`src/design/utf8_to_utf16_transcoder_unit_defines.svh`:
```
// Assertion macros shared by the transcoder RTL.
// Depends on: nothing; users provide clk and rst_n in scope.
`ifndef UTF8_TO_UTF16_TRANSCODER_UNIT_DEFINES_SVH
`define UTF8_TO_UTF16_TRANSCODER_UNIT_DEFINES_SVH

// Checked only while out of reset.
`define U2U_CHECK(name, prop, msg) \
    name: assert property (@(posedge clk) disable iff (!rst_n) prop) else $error(msg);

// Checked at every edge, reset included.
`define U2U_CHECK_ALWAYS(name, prop, msg) \
    name: assert property (@(posedge clk) prop) else $error(msg);

`endif

```
`src/design/u2u_pkg.sv`:
```
// Types and constants of the UTF-8 to UTF-16 transcoder.
// Depends on: nothing.
`default_nettype none

package u2u_pkg;

    typedef enum logic [1:0] {
        OP_NONE   = 2'd0,
        OP_ASCII  = 2'd1,
        OP_REPL   = 2'd2,
        OP_FINISH = 2'd3
    } u2u_op_t;

    // Decoded work for the back end: an optional leading replacement unit
    // (broken sequence) and then the unit(s) of the operation.
    typedef struct packed {
        logic       pre_repl;
        u2u_op_t    op;
        logic [2:0] len;
        logic [20:0] cp;
    } u2u_cmd_t;

    localparam logic [15:0] REPLACEMENT = 16'hFFFD;
    localparam logic [5:0]  HI_SURR_TAG = 6'b110110;
    localparam logic [5:0]  LO_SURR_TAG = 6'b110111;
    localparam logic [20:0] SURR_FIRST  = 21'h00D800;
    localparam logic [20:0] SURR_LAST   = 21'h00DFFF;
    localparam logic [20:0] MAX_CP      = 21'h10FFFF;
    localparam logic [20:0] BMP_LAST    = 21'h00FFFF;
    localparam logic [20:0] MIN_CP2     = 21'h000080;
    localparam logic [20:0] MIN_CP3     = 21'h000800;
    localparam logic [20:0] MIN_CP4     = 21'h010000;
    localparam logic [2:0]  SEQ_NONE    = 3'd0;
    localparam logic [2:0]  SEQ_LEN2    = 3'd2;
    localparam logic [2:0]  SEQ_LEN3    = 3'd3;
    localparam logic [2:0]  SEQ_LEN4    = 3'd4;

endpackage

`default_nettype wire

```
`src/design/u2u_front.sv`:
```
// Front end: takes bytes, tracks the open UTF-8 sequence, issues decode commands.
// Depends on: u2u_pkg.
`default_nettype none

module u2u_front
(
    input  wire logic                clk,
    input  wire logic                rst_n,
    input  wire logic                in_valid,
    output logic                     in_ready,
    input  wire logic [7:0]          byte_value,
    input  wire logic                queue_full,
    output logic                     push,
    output u2u_pkg::u2u_cmd_t        push_cmd
);

    logic [2:0]  seq_len_reg, seq_len_next;
    logic [2:0]  seen_reg, seen_next;
    logic [20:0] accum_reg, accum_next;
    logic        accept;
    logic        is_cont;
    logic [20:0] cont_accum;
    logic [2:0]  cont_seen;
    u2u_pkg::u2u_cmd_t cmd;

    assign in_ready   = !queue_full;
    assign accept     = in_valid && in_ready;
    assign is_cont    = (byte_value[7:6] == 2'b10);
    assign cont_accum = {accum_reg[14:0], byte_value[5:0]};
    assign cont_seen  = seen_reg + 3'd1;

    always_comb
    begin
        cmd          = '0;
        cmd.op       = u2u_pkg::OP_NONE;
        seq_len_next = seq_len_reg;
        seen_next    = seen_reg;
        accum_next   = accum_reg;
        if ((seq_len_reg != u2u_pkg::SEQ_NONE) && is_cont)
        begin
            accum_next = cont_accum;
            seen_next  = cont_seen;
            if (cont_seen >= seq_len_reg)
            begin
                cmd.op       = u2u_pkg::OP_FINISH;
                cmd.len      = seq_len_reg;
                cmd.cp       = cont_accum;
                seq_len_next = u2u_pkg::SEQ_NONE;
                seen_next    = '0;
                accum_next   = '0;
            end
        end
        else
        begin
            cmd.pre_repl = (seq_len_reg != u2u_pkg::SEQ_NONE);
            seq_len_next = u2u_pkg::SEQ_NONE;
            seen_next    = '0;
            accum_next   = '0;
            priority if (byte_value == 8'h00)
            begin
                cmd.op = u2u_pkg::OP_NONE;
            end
            else if (byte_value[7] == 1'b0)
            begin
                cmd.op = u2u_pkg::OP_ASCII;
                cmd.cp = {13'd0, byte_value};
            end
            else if (byte_value[7:5] == 3'b110)
            begin
                seq_len_next = u2u_pkg::SEQ_LEN2;
                seen_next    = 3'd1;
                accum_next   = {16'd0, byte_value[4:0]};
            end
            else if (byte_value[7:4] == 4'b1110)
            begin
                seq_len_next = u2u_pkg::SEQ_LEN3;
                seen_next    = 3'd1;
                accum_next   = {17'd0, byte_value[3:0]};
            end
            else if (byte_value[7:3] == 5'b11110)
            begin
                seq_len_next = u2u_pkg::SEQ_LEN4;
                seen_next    = 3'd1;
                accum_next   = {18'd0, byte_value[2:0]};
            end
            else
            begin
                cmd.op = u2u_pkg::OP_REPL;
            end
        end
    end

    assign push     = accept && (cmd.pre_repl || (cmd.op != u2u_pkg::OP_NONE));
    assign push_cmd = cmd;

    always_ff @(posedge clk or negedge rst_n)
    begin
        if (!rst_n)
        begin
            seq_len_reg <= u2u_pkg::SEQ_NONE;
            seen_reg    <= '0;
            accum_reg   <= '0;
        end
        else if (accept)
        begin
            seq_len_reg <= seq_len_next;
            seen_reg    <= seen_next;
            accum_reg   <= accum_next;
        end
    end

endmodule

`default_nettype wire

```
`src/design/u2u_queue.sv`:
```
// Command queue between front and back end.
// Depends on: u2u_pkg, utf8_to_utf16_transcoder_unit_defines.svh.
`default_nettype none

`include "utf8_to_utf16_transcoder_unit_defines.svh"

module u2u_queue
#(
    parameter int DEPTH = 2
)
(
    input  wire logic                clk,
    input  wire logic                rst_n,
    input  wire logic                push,
    input  wire u2u_pkg::u2u_cmd_t   push_cmd,
    input  wire logic                pop,
    output u2u_pkg::u2u_cmd_t        head_cmd,
    output logic                     full,
    output logic                     empty
);

    localparam int IDX_W = (DEPTH > 1) ? $clog2(DEPTH) : 1;
    localparam int CNT_W = $clog2(DEPTH + 1);

    u2u_pkg::u2u_cmd_t entry_reg [DEPTH];
    logic [IDX_W-1:0]  wr_ptr_reg, wr_ptr_next;
    logic [IDX_W-1:0]  rd_ptr_reg, rd_ptr_next;
    logic [CNT_W-1:0]  count_reg, count_next;

    assign full     = (count_reg == CNT_W'(DEPTH));
    assign empty    = (count_reg == '0);
    assign head_cmd = entry_reg[rd_ptr_reg];

    always_comb
    begin
        wr_ptr_next = wr_ptr_reg;
        rd_ptr_next = rd_ptr_reg;
        count_next  = count_reg;
        if (push)
        begin
            wr_ptr_next = (wr_ptr_reg == IDX_W'(DEPTH - 1)) ? '0 : wr_ptr_reg + 1'b1;
        end
        if (pop)
        begin
            rd_ptr_next = (rd_ptr_reg == IDX_W'(DEPTH - 1)) ? '0 : rd_ptr_reg + 1'b1;
        end
        if (push && !pop)
        begin
            count_next = count_reg + 1'b1;
        end
        else if (pop && !push)
        begin
            count_next = count_reg - 1'b1;
        end
    end

    always_ff @(posedge clk)
    begin
        if (push)
        begin
            entry_reg[wr_ptr_reg] <= push_cmd;
        end
    end

    always_ff @(posedge clk or negedge rst_n)
    begin
        if (!rst_n)
        begin
            wr_ptr_reg <= '0;
            rd_ptr_reg <= '0;
            count_reg  <= '0;
        end
        else
        begin
            wr_ptr_reg <= wr_ptr_next;
            rd_ptr_reg <= rd_ptr_next;
            count_reg  <= count_next;
        end
    end

    `U2U_CHECK(a_count_bound, count_reg <= CNT_W'(DEPTH), "queue count above depth")
    `U2U_CHECK(a_no_overflow, push |-> (!full || pop), "push into full queue")
    `U2U_CHECK(a_no_underflow, pop |-> !empty, "pop from empty queue")

endmodule

`default_nettype wire

```
`src/design/u2u_back.sv`:
```
// Back end: validates finished code points, forms UTF-16 units, drives the output register.
// Depends on: u2u_pkg, utf8_to_utf16_transcoder_unit_defines.svh.
`default_nettype none

`include "utf8_to_utf16_transcoder_unit_defines.svh"

module u2u_back
(
    input  wire logic                clk,
    input  wire logic                rst_n,
    input  wire u2u_pkg::u2u_cmd_t   head_cmd,
    input  wire logic                head_valid,
    output logic                     pop,
    output logic                     out_valid,
    input  wire logic                out_ready,
    output logic [15:0]              code_unit,
    output logic                     last_unit
);

    logic        out_valid_reg, out_valid_next;
    logic        sel_reg, sel_next;
    logic [15:0] code_unit_reg, code_unit_next;
    logic        last_unit_reg, last_unit_next;

    logic [20:0] min_cp;
    logic [20:0] off;
    logic        fin_bad;
    logic        fin_pair;
    logic [15:0] fin_u0;
    logic [15:0] fin_u1;
    logic [15:0] op_unit;
    logic [15:0] unit0;
    logic [15:0] unit1;
    logic        two_units;
    logic        unit_last;
    logic        load;

    always_comb
    begin
        unique case (head_cmd.len)
            u2u_pkg::SEQ_LEN2: min_cp = u2u_pkg::MIN_CP2;
            u2u_pkg::SEQ_LEN3: min_cp = u2u_pkg::MIN_CP3;
            default:           min_cp = u2u_pkg::MIN_CP4;
        endcase
    end

    assign off      = head_cmd.cp - u2u_pkg::MIN_CP4;
    assign fin_bad  = (head_cmd.cp < min_cp)
                   || ((head_cmd.cp >= u2u_pkg::SURR_FIRST) && (head_cmd.cp <= u2u_pkg::SURR_LAST))
                   || (head_cmd.cp > u2u_pkg::MAX_CP);
    assign fin_pair = (head_cmd.cp > u2u_pkg::BMP_LAST);
    assign fin_u0   = fin_bad  ? u2u_pkg::REPLACEMENT
                    : fin_pair ? {u2u_pkg::HI_SURR_TAG, off[19:10]}
                    : head_cmd.cp[15:0];
    assign fin_u1   = {u2u_pkg::LO_SURR_TAG, off[9:0]};

    always_comb
    begin
        unique case (head_cmd.op)
            u2u_pkg::OP_ASCII:  op_unit = {8'h00, head_cmd.cp[7:0]};
            u2u_pkg::OP_FINISH: op_unit = fin_u0;
            default:            op_unit = u2u_pkg::REPLACEMENT;
        endcase
    end

    always_comb
    begin
        if (head_cmd.pre_repl)
        begin
            unit0     = u2u_pkg::REPLACEMENT;
            unit1     = op_unit;
            two_units = (head_cmd.op != u2u_pkg::OP_NONE);
        end
        else
        begin
            unit0     = op_unit;
            unit1     = fin_u1;
            two_units = (head_cmd.op == u2u_pkg::OP_FINISH) && !fin_bad && fin_pair;
        end
    end

    assign load      = head_valid && (!out_valid_reg || out_ready);
    assign unit_last = !two_units || sel_reg;
    assign pop       = load && unit_last;

    always_comb
    begin
        out_valid_next = out_valid_reg;
        sel_next       = sel_reg;
        code_unit_next = code_unit_reg;
        last_unit_next = last_unit_reg;
        if (load)
        begin
            out_valid_next = 1'b1;
            sel_next       = !unit_last;
            code_unit_next = sel_reg ? unit1 : unit0;
            last_unit_next = unit_last;
        end
        else if (out_ready)
        begin
            out_valid_next = 1'b0;
        end
    end

    always_ff @(posedge clk or negedge rst_n)
    begin
        if (!rst_n)
        begin
            out_valid_reg <= 1'b0;
            sel_reg       <= 1'b0;
        end
        else
        begin
            out_valid_reg <= out_valid_next;
            sel_reg       <= sel_next;
        end
    end

    always_ff @(posedge clk)
    begin
        code_unit_reg <= code_unit_next;
        last_unit_reg <= last_unit_next;
    end

    assign out_valid = out_valid_reg;
    assign code_unit = code_unit_reg;
    assign last_unit = last_unit_reg;

    `U2U_CHECK_ALWAYS(a_reset_idle, !rst_n |-> !out_valid_reg, "output valid during reset")
    `U2U_CHECK(a_sel_first_unit, sel_reg |-> (out_valid_reg && !last_unit_reg),
               "second unit pending without first unit shown")
    `U2U_CHECK(a_high_surr_not_last,
               (out_valid_reg && (code_unit_reg[15:10] == u2u_pkg::HI_SURR_TAG)) |-> !last_unit_reg,
               "high surrogate marked as last unit")

endmodule

`default_nettype wire

```
`src/design/utf8_to_utf16_transcoder_unit.sv`:
```
// A byte's first code unit is written to the command queue when the byte transfers and is
// then registered in the output register, from which it transfers out.
// Throughput: one byte per cycle while the command queue is not full; a surrogate pair,
// or a replacement followed by a new unit, leaves the output register one unit per transfer.
// The front end stalls only when the command queue (QUEUE_DEPTH entries) is full.
// Reset (rst_n low, asynchronous) closes any open sequence and empties queue and output.
`default_nettype none

module utf8_to_utf16_transcoder_unit
#(
    parameter int QUEUE_DEPTH = 2
)
(
    input  wire logic        clk,
    input  wire logic        rst_n,
    input  wire logic        in_valid,
    output logic             in_ready,
    input  wire logic [7:0]  byte_value,
    output logic             out_valid,
    input  wire logic        out_ready,
    output logic [15:0]      code_unit,
    output logic             last_unit
);

    logic              push;
    logic              pop;
    logic              queue_full;
    logic              queue_empty;
    u2u_pkg::u2u_cmd_t push_cmd;
    u2u_pkg::u2u_cmd_t head_cmd;

    u2u_front u_front
    (
        .clk        (clk),
        .rst_n      (rst_n),
        .in_valid   (in_valid),
        .in_ready   (in_ready),
        .byte_value (byte_value),
        .queue_full (queue_full),
        .push       (push),
        .push_cmd   (push_cmd)
    );

    u2u_queue #(
        .DEPTH (QUEUE_DEPTH)
    ) u_queue
    (
        .clk      (clk),
        .rst_n    (rst_n),
        .push     (push),
        .push_cmd (push_cmd),
        .pop      (pop),
        .head_cmd (head_cmd),
        .full     (queue_full),
        .empty    (queue_empty)
    );

    u2u_back u_back
    (
        .clk        (clk),
        .rst_n      (rst_n),
        .head_cmd   (head_cmd),
        .head_valid (!queue_empty),
        .pop        (pop),
        .out_valid  (out_valid),
        .out_ready  (out_ready),
        .code_unit  (code_unit),
        .last_unit  (last_unit)
    );

endmodule

`default_nettype wire
```
`config.mk`:
```
export PLATFORM = sky130hd
export DESIGN_NAME = utf8_to_utf16_transcoder_unit
export DESIGN_NICKNAME = d
export VERILOG_FILES = /design/src/design/u2u_pkg.sv /design/src/design/u2u_front.sv /design/src/design/u2u_queue.sv /design/src/design/u2u_back.sv /design/src/design/utf8_to_utf16_transcoder_unit.sv
export VERILOG_INCLUDE_DIRS = /design/src /design/src/design
export SDC_FILE = /design/constraint.sdc
export NUM_CORES = 1
export LEC_CHECK = 0
export BUFFER_PORTS_ARGS = -buffer_cell sky130_fd_sc_hd__buf_2
export CAP_MARGIN = 20
export CORE_MARGIN = 4
export CORE_UTILIZATION = 40
export DETAILED_ROUTE_END_ITERATION = 7
export GPL_ROUTABILITY_DRIVEN = 0
export PLACE_DENSITY = 0.58
export SETUP_SLACK_MARGIN = 0.2
export SLEW_MARGIN = 5
export SYNTH_ARGS = -nofsm -noshare
export SYNTH_HDL_FRONTEND = slang
export SYNTH_HIERARCHICAL = 1
export SYNTH_SLANG_ARGS = --single-unit
```
`constraint.sdc`:
```
create_clock -name clk -period 4.6 [get_ports clk]
set_clock_uncertainty 0.2 [all_clocks]
set_input_delay 0.69 -clock clk [delete_from_list [all_inputs] [get_ports clk]]
set_output_delay 0.69 -clock clk [all_outputs]
set_load 0.05 [all_outputs]
```
# == Word-level counts from Yosys, hierarchy flattened ==
# Memory sizes are Yosys's and may differ from the RTL's.
# Index checks and enable logic that the tools add are counted.
# word_totals
register_bits,44
mem_bits_rw,54
input_bits,12
out_inout_bits,19
elab_cells,113
n_memories,1
# classes
n_addsub,6
order_cmp,6
n_eq_ne,10
n_mux,49
n_reduce_logical,31
# mem_list
memory,depth,width,read_ports,rd_clocked_by_memory_dff,wr,line,source
u_queue.entry_reg,2,27,1,0,1,u2u_queue.sv:25,u2u_pkg::u2u_cmd_t entry_reg [DEPTH];
# ops
cell,n
$mux 15,6
$mux 16,5
$mux 3,15
$mux 21,2
$pmux 17 s2,1
$pmux 16 s2,1
$mux 26,1
$ge 21x16->1 const B,1
$gt 21x16->1 const B,1
$gt 21x21->1 const B,1
$le 21x16->1 const B,1
$lt 21x17->1,1
$sub 20x17->20 const B,1
$mux 2,8
$logic_and 1x1->1,10
$mux 1,9
$logic_not 1->1,8
$logic_not 8->1,1
$reduce_bool 2->1,4
$mux 7,1
$eq 2x2->1 const B,3
$eq 3x2->1 const B,2
$eq 5x5->1 const B,1
$logic_or 1x1->1,5
other kinds (12),13

# == Longest topological paths before layout ==
# An unclocked memory read counts as a cell.
# depth
depth_word,16
mapped_depth,18
mapped_depth_nobuf,16

# == Modules after synthesis ==
# The synthesis kept the hierarchy.
# modules_own_cells
mod,n_inst,cells_per_inst,area_each_um2,seq_area_each_um2
u2u_queue,1,100,2234.6,1721.7
u2u_back,1,143,1325.0,560.5
u2u_front,1,129,1196.1,525.5
utf8_to_utf16_transcoder_unit,1,1,3.8,0.0

# == Least setup slack after synthesis ==
# Ideal clock, no wire load.
# synth_path
path_kind,flip-flop to flip-flop
start,register u_front.seen_reg[0]
end,"memory u_queue/entry_reg[0][0] (netlist name), enable pin"
setup_time_ns,0.414
t_arrival_ns,3.099
t_required_ns,3.986
path_slack_ns,0.887
stages_incl_launch_ff,9
path_buffers,0
period_less_slack_ns,3.713
cell_sequence,dfrtp_1 ha_1 xor2_1 ha_1 nand2_1 o21ai_1 nand2_1 a31oi_1 nor2b_1
# synth_via
elab_chain_len,9
# synth_rtl
element,line,source
"start, declared",u2u_front.sv:18,"logic [2:0] seen_reg, seen_next;"
"start signal, assigned",u2u_front.sv:107,seen_reg <= seen_next;
$add 3x1->3,u2u_front.sv:30,assign cont_seen = seen_reg + 3'd1;
$ge 3x3->1,u2u_front.sv:43,if (cont_seen >= seq_len_reg)
$mux 26,u2u_front.sv:43,
$mux 2,u2u_front.sv:39,if ((seq_len_reg != u2u_pkg::SEQ_NONE) && is_cont)
$reduce_bool 2->1,u2u_front.sv:93,assign push = accept && (cmd.pre_repl || (cmd.op != u2u_pkg::OP_NONE));
$logic_or 1x1->1,u2u_front.sv:93,
$logic_and 1x1->1,u2u_front.sv:93,
named net push,utf8_to_utf16_transcoder_unit.sv:25,logic push;
$mux 1,u2u_queue.sv:59,if (push)
$mux 1 (not written as such),u2u_queue.sv:61,entry_reg[wr_ptr_reg] <= push_cmd;
"end, declared",u2u_queue.sv:25,
# The timed path passes the listed nets, and every way through them passes these cells.

==> flow_summary.json <==
{
  "outcome": "completed",
  "synth_cells": 373,
  "crit_required_ns": 4.68,
  "pin_count": 31,
  "synth_edf_count": 71,
  "totalPowerFinal_uw": 3500,
  "ant_nets": 0,
  "n_antenna_cell": 0,
  "final_cell_mix": "edfxtp_1, buf_2, nand2_1, dfrtp_1, o21ai_0",
  "seqPwrFrac": 0.365,
  "met3_usage": 0.0447,
  "max_cap_viol_count": 0,
  "async_flop_share": 0.276,
  "finalMaxSlewViolations": 0,
  "grtUsageTotal": 0.154,
  "fmax_mhz": 254,
  "via_per_inst": 5.55,
  "crit_type": "flip-flop to flip-flop",
  "finish.net_count": 426,
  "gr-usage-met1": 0.214,
  "path_max_fanout": 22,
  "hpwl_um": 6830,
  "clk_pin_slew_ns": 0.07,
  "yosysUniqueCellTypes": 53,
  "cts_resized": 0,
  "powerDensity_nw_per_um2": 658,
  "setup_ws_ns": 0.659,
  "r2r_cells": 14,
  "rows": 39,
  "ys_dominant_reg_cell": "edfxtp_1",
  "internal_power_uw": 2080,
  "drive_gt1_frac": 0.217,
  "dp.cells": 537,
  "largest_reg_flops": 54,
  "power_switching_uw": 1420,
  "yosysWarnings": 6,
  "grt_pass1_wl_um": 16000,
  "cp_slowest_cell": "or4_4",
  "hold_path_class": "input pin to async pin",
  "clock-sinks": 98,
  "synth.largest_area_cell": "edfxtp_1",
  "syn_area_per_cell_sq_um": 12.8,
  "antenna_found_initial": 0,
  "grt_busiest_layer": "met2",
  "final_cell_count_no_fill": 553,
  "syn2layout_area_growth_pct": 11.7,
  "final_common_cell": "edfxtp_1",
  "yosysTopAreaCellShare": 0.448,
  "use_met2": 0.231,
  "insertion_delay_ns": 0.35,
  "hold_violations": 0,
  "dr_total_vias": 3069,
  "port_buffers": 30,
  "ir_worst_vdd_mv": 0.357,
  "root_buffer": "clkbuf_16",
  "numCtsBuffers": 9,
  "worst_slew_pin_slew_ns": 0.885,
  "synthTopCellsByArea": "edfxtp_1, dfrtp_1, mux2_4, mux2_2, o21ai_0",
  "cts_tree": "yes",
  "die_w_um": 117,
  "ctsHoldBuffers": 0,
  "finish.utilization": 0.462,
  "grt_setup_unrepaired": "no",
  "coreArea_sq_um": 11500,
  "report.final.setup_viol": 0,
  "cp_cell_sequence": "buf_4 -> mux2_2 -> nand2_1 -> or4_4 -> or4_1 -> o211a_1 -> nand4_2 -> a21o_1 -> and2_1 -> inv_1 -> ha_1 -> xor2_1 -> nor2_1 -> xor2_1",
  "initial_core_util": 0.413,
  "fin_crit_ns": 3.94,
  "synthesis.nets": 394,
  "syn-cell-area_sq_um": 4760,
  "grt_pass1_vias": 2954,
  "firstDrtPassIters": 5,
  "post_cts_buffers": 0,
  "critical_path.max_stage_delay_ns": 0.58,
  "routed_wl_um": 9840,
  "p_sw_frac": 0.406,
  "dp_slack_ns": 0.693,
  "tns_ns": 0,
  "worstPathArrival_ns": 4.02,
  "gr-total-overflow": 0,
  "cp-end-kind": "flip-flop",
  "relSlewSlack": 0.408,
  "clockPowerShare": 0.211,
  "ys_ff_latch": 98,
  "p_leak_uw": 0.00210,
  "fin_crit_sh": 0.857,
  "die_h_um": 117,
  "htreeDepth": 3,
  "grt_max_degree": 28,
  "drt-initial-drc-count": 265,
  "cp_common_cell": "xor2_1",
  "synth_seq_area_share": 0.590,
  "post-route-drc-count": 0,
  "clock_path_buffers": 2,
  "startpoint_type": "flip-flop",
  "die-area_sq_um": 13700,
  "routedWlPerCell_um": 17.8,
  "p_comb_frac": 0.424
}
## synth_stat cells, drive strengths merged, types with 2 or more instances
cell	n
a21o	3
nor3b	2
and3	16
nor2b	11
nor2	14
inv	15
a31oi	3
nand2b	3
buf	8
o21ai	25
o221ai	7
dfrtp	27
edfxtp	71
and2b	2
ha	9
nand4	3
mux2	31
nand3	12
a22o	13
clkbuf	6
a21oi	20
nor3	14
xor2	6
and2	4
nand2	27
or4	3
nor4	2
## critical path, delay by kind of cell (launching register included)
family          cells  cell delay [ns]
compound gates      2             0.48
simple gates        6             1.64
xor+xnor            2             0.29
mux                 1             0.30
flops               1             0.35
buf+inv             2             0.40
fa+ha+maj           1             0.18
## area by class of cell
class,count,area [sq um]
fill,1047,6200
sequential,98,2810
multi-input combinational,246,1790
clock buffer,9,225
timing repair buffer,35,188
tap,143,179
clock inverter,7,71.3
inverter,15,56.3
## kinds of logic (layout without fill, tap and decap cells)
| group | after synthesis | after routing | share of synthesized area |
|---|---|---|---|
| AOI/OAI and AO/OA | 83 | 83 | 0.118 |
| buffers and inverters | 29 | 66 | 0.0344 |
| muxes | 31 | 31 | 0.0883 |
| xor gates and xnor gates | 7 | 7 | 0.0129 |
| DFF | 98 | 98 | 0.590 |
| and+or+nand+nor | 116 | 116 | 0.133 |
| adders and majority gates | 9 | 9 | 0.0237 |
## metal layers
layer  share of wire  vias to the layer above
met5               0                        -
met4           0.020                        0
met3           0.053                       17
met1            0.47                     1482
met2            0.46                       93
li1                -                     1477
## per-stage QoR
stage          cell area [sq um]  hold WS (ns)
2_1_floorplan               4760         0.194
3_3_place_gp                5020         0.284
3_5_place_dp                5020         0.283
4_1_cts                     5320         0.178
5_1_grt                     5320         0.211
6_report                    5320         0.162
## power by group through the flow
stage / clock network [uW] / registers [uW] / logic (uW)
after floorplan: 0 / 1500 / 949
after global placement: 0 / 1290 / 1460
after detailed placement: 0 / 1290 / 1470
after CTS: 758 / 1280 / 1470
after global routing: 795 / 1300 / 1610
final: 738 / 1280 / 1480
## final timing paths
| kind | startpoint | slack, ns | to |
|---|---|---|---|
| hold reg to reg | u_front/accum_reg[10]$_DFFE_PN0P_ | 0.30 | u_front/accum_reg[10]$_DFFE_PN0P_ |
| hold / removal | rst_n | 0.16 | u_queue/rd_ptr_reg$_DFFE_PN0P_ |
| setup / recovery | u_queue/rd_ptr_reg$_DFFE_PN0P_ | 0.66 | u_queue/count_reg[1]$_DFFE_PN0P_ |
| setup reg to reg | u_queue/rd_ptr_reg$_DFFE_PN0P_ | 0.66 | u_queue/count_reg[1]$_DFFE_PN0P_ |
| min in group clk | u_front/accum_reg[10]$_DFFE_PN0P_ | 0.30 | u_front/accum_reg[10]$_DFFE_PN0P_ |
| max in group asynchronous | rst_n | 3.61 | u_front/accum_reg[2]$_DFFE_PN0P_ |
Note: power is estimated with default switching activity, not from simulation.
